===== config.mk =====
export PLATFORM = sky130hd
export DESIGN_NAME = lrq_ctrl
export DESIGN_NICKNAME = d
export VERILOG_FILES = /design/src/design/lrq_pkg.sv /design/src/design/lrq_ctrl.sv
export SDC_FILE = /design/constraint.sdc
export NUM_CORES = 1
export LEC_CHECK = 0
export BUFFER_PORTS_ARGS = -buffer_cell sky130_fd_sc_hd__clkbuf_2
export CAP_MARGIN = 20
export CORE_AREA = 3 3 40 42
export CTS_CLUSTER_SIZE = 30
export DETAILED_ROUTE_END_ITERATION = 16
export DIE_AREA = 0 0 43 45
export GPL_ROUTABILITY_DRIVEN = 0
export PLACE_DENSITY = 0.68
export SKIP_CTS_REPAIR_TIMING = 1
export SYNTH_ARGS = -nofsm -noshare
export SYNTH_HDL_FRONTEND = slang
export SYNTH_SLANG_ARGS = --single-unit

===== constraint.sdc =====
create_clock -name clk -period 1.8 [get_ports clk]
set_clock_uncertainty 0.2 [all_clocks]
set_input_delay 0.09 -clock clk [delete_from_list [all_inputs] [get_ports clk]]
set_output_delay 0.09 -clock clk [all_outputs]
set_load 0.02 [all_outputs]

===== src/design/lrq_pkg.sv =====
// ----------------------------------------------------------------------------
// lrq_pkg
// Shared types and codes for the landmark table radius query block.
// ----------------------------------------------------------------------------
package lrq_pkg;

    // width of the position fields on the ports
    localparam int POS_W = 32;

    // command codes of an input word
    typedef enum logic [1:0] {
        CMD_CLEAR  = 2'd0,
        CMD_INSERT = 2'd1,
        CMD_LOOKUP = 2'd2,
        CMD_QUERY  = 2'd3
    } cmd_code_t;

    // input word
    typedef struct packed {
        cmd_code_t          cmd;
        logic [15:0]        landmark_id;
        logic signed [31:0] pos_x_in;
        logic signed [31:0] pos_y_in;
        logic [30:0]        search_radius;
    } in_word_t;

    // output word
    typedef struct packed {
        logic [15:0]        result_id;
        logic signed [31:0] pos_x_out;
        logic signed [31:0] pos_y_out;
        logic               found;
        logic               last;
        logic               status;
    } out_word_t;

    // controller states
    typedef enum logic [3:0] {
        ST_IDLE,
        ST_CLEAR,
        ST_SEARCH,
        ST_APPLY,
        ST_EMIT,
        ST_Q_SETUP,
        ST_Q_DIFF,
        ST_Q_SQ,
        ST_Q_CMP,
        ST_Q_END
    } state_t;

    // commands from controller to datapath
    typedef struct packed {
        logic latch;       // take the input word, reset scan index
        logic idx_inc;     // advance scan index
        logic clear_tbl;   // empty the table
        logic apply;       // insert or lookup at the search point
        logic load_r2;     // square the radius
        logic load_diff;   // absolute differences of current slot
        logic load_sq;     // squares of the differences
        logic take_match;  // hold current slot if it matches
        logic push_held;   // move held word to output register
        logic held_last;   // last flag for the pushed word
        logic set_empty;   // held word becomes the all-zero closing word
    } dp_cmd_t;

    // status from datapath to controller
    typedef struct packed {
        cmd_code_t cmd;
        logic      search_go;
        logic      idx_end;
        logic      match;
        logic      have_held;
        logic      out_free;
    } dp_status_t;

endpackage


===== src/design/lrq_ctrl.sv =====
// ----------------------------------------------------------------------------
// lrq_ctrl
// Sequencer: accepts words, steps the sorted search and the radius scan.
// ----------------------------------------------------------------------------
module lrq_ctrl
    import lrq_pkg::*;
(
    input  logic       clk,
    input  logic       rst_n,
    input  logic       in_valid,
    output logic       in_ready,
    input  dp_status_t status,
    output dp_cmd_t    dp_cmd
);

    state_t state_reg;
    state_t state_next;

    // state register
    always_ff @(posedge clk or negedge rst_n)
    begin
        if (!rst_n)
        begin
            state_reg <= ST_IDLE;
        end
        else
        begin
            state_reg <= state_next;
        end
    end

    // next state and commands
    always_comb
    begin
        state_next = state_reg;
        dp_cmd     = '0;
        in_ready   = 1'b0;
        unique case (state_reg)
            ST_IDLE:
            begin
                in_ready = 1'b1;
                if (in_valid)
                begin
                    dp_cmd.latch = 1'b1;
                    state_next   = ST_SEARCH;
                end
            end
            ST_SEARCH:
            begin
                unique case (status.cmd) inside
                    CMD_CLEAR: state_next = ST_CLEAR;
                    CMD_QUERY: state_next = ST_Q_SETUP;
                    CMD_INSERT, CMD_LOOKUP:
                    begin
                        if (status.search_go)
                        begin
                            dp_cmd.idx_inc = 1'b1;
                        end
                        else
                        begin
                            state_next = ST_APPLY;
                        end
                    end
                    default: state_next = ST_IDLE;
                endcase
            end
            ST_CLEAR:
            begin
                dp_cmd.clear_tbl = 1'b1;
                dp_cmd.set_empty = 1'b1;
                state_next       = ST_EMIT;
            end
            ST_APPLY:
            begin
                dp_cmd.apply = 1'b1;
                state_next   = ST_EMIT;
            end
            ST_EMIT:
            begin
                if (status.out_free)
                begin
                    dp_cmd.push_held = 1'b1;
                    dp_cmd.held_last = 1'b1;
                    state_next       = ST_IDLE;
                end
            end
            ST_Q_SETUP:
            begin
                dp_cmd.load_r2 = 1'b1;
                state_next     = ST_Q_DIFF;
            end
            ST_Q_DIFF:
            begin
                if (status.idx_end)
                begin
                    state_next = ST_Q_END;
                end
                else
                begin
                    dp_cmd.load_diff = 1'b1;
                    state_next       = ST_Q_SQ;
                end
            end
            ST_Q_SQ:
            begin
                dp_cmd.load_sq = 1'b1;
                state_next     = ST_Q_CMP;
            end
            ST_Q_CMP:
            begin
                // a new match flushes the previous one, which needs the output free
                if (!(status.match && status.have_held) || status.out_free)
                begin
                    dp_cmd.take_match = 1'b1;
                    dp_cmd.push_held  = status.match && status.have_held;
                    dp_cmd.idx_inc    = 1'b1;
                    state_next        = ST_Q_DIFF;
                end
            end
            ST_Q_END:
            begin
                if (status.have_held)
                begin
                    if (status.out_free)
                    begin
                        dp_cmd.push_held = 1'b1;
                        dp_cmd.held_last = 1'b1;
                        state_next       = ST_IDLE;
                    end
                end
                else
                begin
                    dp_cmd.set_empty = 1'b1;
                    state_next       = ST_EMIT;
                end
            end
            default: state_next = ST_IDLE;
        endcase
    end

endmodule


### Word-level counts from Yosys, hierarchy flattened

Cells that the tools add are included.

| word-level totals | value |
|---|---|
| flip-flop bits (word level) | 4 |
| word-level logic and storage cells | 53 |

| operators by class | value |
|---|---|
| equality and inequality tests | 15 |
| muxes and demuxes | 29 |
| reduce and logical (&&, ||, !) cells | 8 |

Operator list:

| cell | number |
|---|---|
| 4-bit one-hot mux with 9 select lines | 1 |
| 4-bit two-way mux | 6 |
| 4-bit by 3-bit equality test with 1-bit output, second input constant | 4 |
| 1-bit two-way mux | 14 |
| 4-bit one-hot mux with 3 select lines | 1 |
| 4-bit by 2-bit equality test with 1-bit output, second input constant | 2 |
| 4-bit equality test, second input constant | 2 |
| 2-bit two-way mux | 3 |
| 1-bit one-hot mux with 2 select lines | 3 |
| 2-bit equality test, second input constant | 2 |
| 4-bit by 1-bit equality test with 1-bit output, second input constant | 1 |
| 4-bit logical NOT | 1 |
| 2-bit != test, second input constant | 2 |
| 2-bit OR reduction | 2 |
| 3-bit != test, second input constant | 1 |
| 1-bit one-hot mux with 3 select lines | 1 |
| 3-bit AND reduction | 1 |
| 2-bit by 1-bit equality test with 1-bit output, second input constant | 1 |
| 2-bit logical NOT | 1 |
| 1-bit logical AND | 1 |
| 1-bit logical NOT | 1 |
| 1-bit logical OR | 1 |

### Depth between registers and ports, before layout

| depth | value |
|---|---|
| depth in word-level cells | 5 |
| gate-level depth with buffers | 5 |
| depth with buffers taken out | 5 |

### Worst setup path after synthesis

Ideal clock, no wire load.

| timing path | value |
|---|---|
| path type | register to output |
| start | reg state_reg[1] |
| end | out dp_cmd[9] (netlist name) |
| arrival time | 1.443 ns |
| required time | 1.510 ns |
| setup slack | 0.067 ns |
| stages on the path, launching flop included | 4 |
| path through | dfrtp_1 buf_4 nor4b_2 nand2b_1 |

RTL lines:

| item | RTL line | text |
|---|---|---|
| from (decl) | lrq_ctrl.sv:16 | `state_t state_reg;` |
| from (signal assigned) | lrq_ctrl.sv:28 | `state_reg <= state_next;` |
| to (decl) | lrq_ctrl.sv:13 | `output dp_cmd_t dp_cmd` |

==> results.md <==
* CTS buffer count at 3
* Critical Path AT at 1.51 ns
* #FFs+latches synth at 4
* Hold Crit Class: input port to flop
* Synth Area per Inst at 8.142 µm²
* RSZ-0062 raised after global routing: true
* Final hold viol count at 1
* Max_cap viols at 0
* Largest net degree at the start of global routing at 14
* Max reg flops at 4
* TritonCTS clock tree: built
* Sequential power share at 17.3%
* Sw frac at 47.05%
* Top post-synthesis cells by area: dfrtp_1 (19%), ha_1 (7.1%), nand2b_1 (7.1%), nor2_1 (5.7%), nor2b_1 (4.7%)
* GRT overflow at 0
* Area of the multi-input gates at 417.9 µm²
* Cells after Synth at 65
* Yosys warns at 0
* Cell accounting for the most synthesized area: dfrtp_1
* Gr usage total at 15.71%
* Antenna violations before repair at 0
* Status: complete, but fails checks
* Crit path launch: state_reg[0]$_DFFE_PN0P_
* Htree depth at 1
* Final min period at 1.802 ns
* Int Power at 0.6002 mW
* Critical Path RT at 1.51 ns
* Initial drt markers at 12
* Slowest cell on crit path: or4_4
* Period utilization at 100.1%
* Prevailing post-synth register cell: dfrtp_1
* Worst setup path category: flop to output port
* NetSw at 0.5333 mW
* Antenna-violating nets left at 0
* Hold_ws at -0.002543 ns
* Worst setup EP type: output port
* CP max stage delay at 0.53 ns
* Drt wl/cell at 14.11 µm
* Violated checks: negative hold slack, negative setup slack
* Fin nets at 114
* DP Wirelength at 1127 µm
* Average via count per standard cell at 5.386
* Antenna cell count at 0
* CP max FO at 4
* Area growth, synth to finish at 52.01%
* Clk_lat worst skew at 0.24 ns
* Clock power share at 10.4%
* Max Fclk at 555.1 MHz
* Layout cells sized above 1 at 51.52%
* Initial Utilization at 41.19%
* Max-slew headroom at 78.21%
* Total wire length at 1609 µm
* Synthesized Nets at 78
* CTS Buffer Depth at 2
* CP Cell Sequence: nand2b_4 -> or4_4 -> nand2b_4 -> buf_6
* Ys async rst share at 100.0%
* Port buffer count at 21
* Post-synth top area share at 18.91%
* Setup slack after layout at -0.001538 ns
* Drt drc at 0
* CTS root buffer: clkbuf_4
* Mapped Area at 529.3 µm²
* Cell variety after synth at 29
* Combinational power share at 72.4%
* Most frequent CP cell: nand2b_4
* Hold Crit Start: status[3]
* Via Count at 614
* Static Leakage at 0.3866 nW
* Clock sinks at 4
* Die area at 1935 µm²
* First-pass detailed-route iteration total at 4
* Startpoint Class: flop
* Core region area at 1285 µm²
* I/O pin count at 22
* Pwr Density at 1409 nW/µm²
* Fillcell total at 112
* Placement row count at 13
* Peak supply drop at 0.0005505 V
* Number of global-route vias before repair at 536
* Post-synth EDFFs at 0
* Post-synthesis sequential area ratio at 18.91%
* Clock-pin slew on the worst setup and hold paths at 0.04 ns
* Final core occ at 62.61%
* Worst r2r src: state_reg[3]$_DFFE_PN0P_
* First-pass GRT wire length at 2318 µm
* Die H at 45 µm
* Slew @ Worst Pin at 0.3242 ns
* Fin. max-slew vios at 0
* Die span in x at 43 µm
* Storage cell area at 103.9 µm²
* Final setup fails at 1
cells by family (layout without fill, tap and decap cells):
kind of cell | count (synthesis) | in the layout | share of synthesized area, %
simple gates | 38 | 38 | 47.76
buf+inv | 6 | 40 | 7.801
compound gates | 14 | 14 | 18.44
flops | 4 | 4 | 18.91
fa+ha+maj | 3 | 3 | 7.093
through the flow:
step	setup TNS, ns	power [mW]	setup WS, ns	instances	instance area (µm²)
floorplan	0	0.6742	0.06711	65	529.3
global placement	0	0.8402	0.1663	103	664.4
detailed placement	0	0.8571	0.1507	103	664.4
CTS	-0.1863	0.9748	-0.1050	106	686.9
global route	-0.1259	1.217	-0.05755	114	804.5
finish	-0.001538	1.133	-0.001538	114	804.5
synth_stat cells (3+ instances only):
master	count
nand2b_1	6
o21ai_0	3
nor2b_1	4
a21oi_1	4
nor2_1	8
buf_4	3
dfrtp_1	4
nor3_1	4
ha_1	3
nand2_1	3
final cells by class:
class | count | area share, %
timing repair buffer | 35 | 29.08
tap | 15 | 2.333
clock buffer | 3 | 2.799
multi-input combinational | 55 | 51.94
inverter | 2 | 0.9331
sequential | 4 | 12.91
metal layers:
layer	vias up	GRT usage [%]	share of wire, %
met3	2	0.3984	5.2
met2	22	28.44	50
met5	-	0	0
met1	284	18.73	43
li1	306	-	-
met4	0	9.036	2.0
final timing paths:
check                                           end  slack, ns  cells after the start
max                                       dp_cmd[9]     -0.002                      4
min in group asynchronous  state_reg[1]$_DFFE_PN0P_       0.54                      3
min reg2reg                state_reg[3]$_DFFE_PN0P_       0.45                      2
min                        state_reg[3]$_DFFE_PN0P_     -0.003                      3
max reg2reg                state_reg[1]$_DFFE_PN0P_       0.12                      5
max in group asynchronous  state_reg[3]$_DFFE_PN0P_       0.67                      3
critical path, delay by kind of cell, from the launching register on:
family | cells | cell delay, ns
DFF | 1 | 0.38
and+or+nand+nor | 3 | 0.78
buffers and inverters | 1 | 0.11
power by group through the flow:
stage | registers, mW | clock network (mW) | logic [mW]
CTS | 0.204 | 0.120 | 0.651
global route | 0.200 | 0.125 | 0.893
global placement | 0.201 | 0 | 0.639
floorplan | 0.176 | 0 | 0.498
finish | 0.196 | 0.118 | 0.820
detailed placement | 0.206 | 0 | 0.651
placed cells by master (no fill, tap or decap), drive strengths merged, types with 2 or more instances in the layout:
cell type    count
a211oi           2
a21oi            4
buf             14
clkbuf          22
dfrtp            4
dlygate4sd3      2
ha               3
inv              2
nand2            3
nand2b           7
nor2             8
nor2b            4
nor3             6
nor4             2
nor4b            2
o21ai            4
Power figures use the tool's default switching activity.
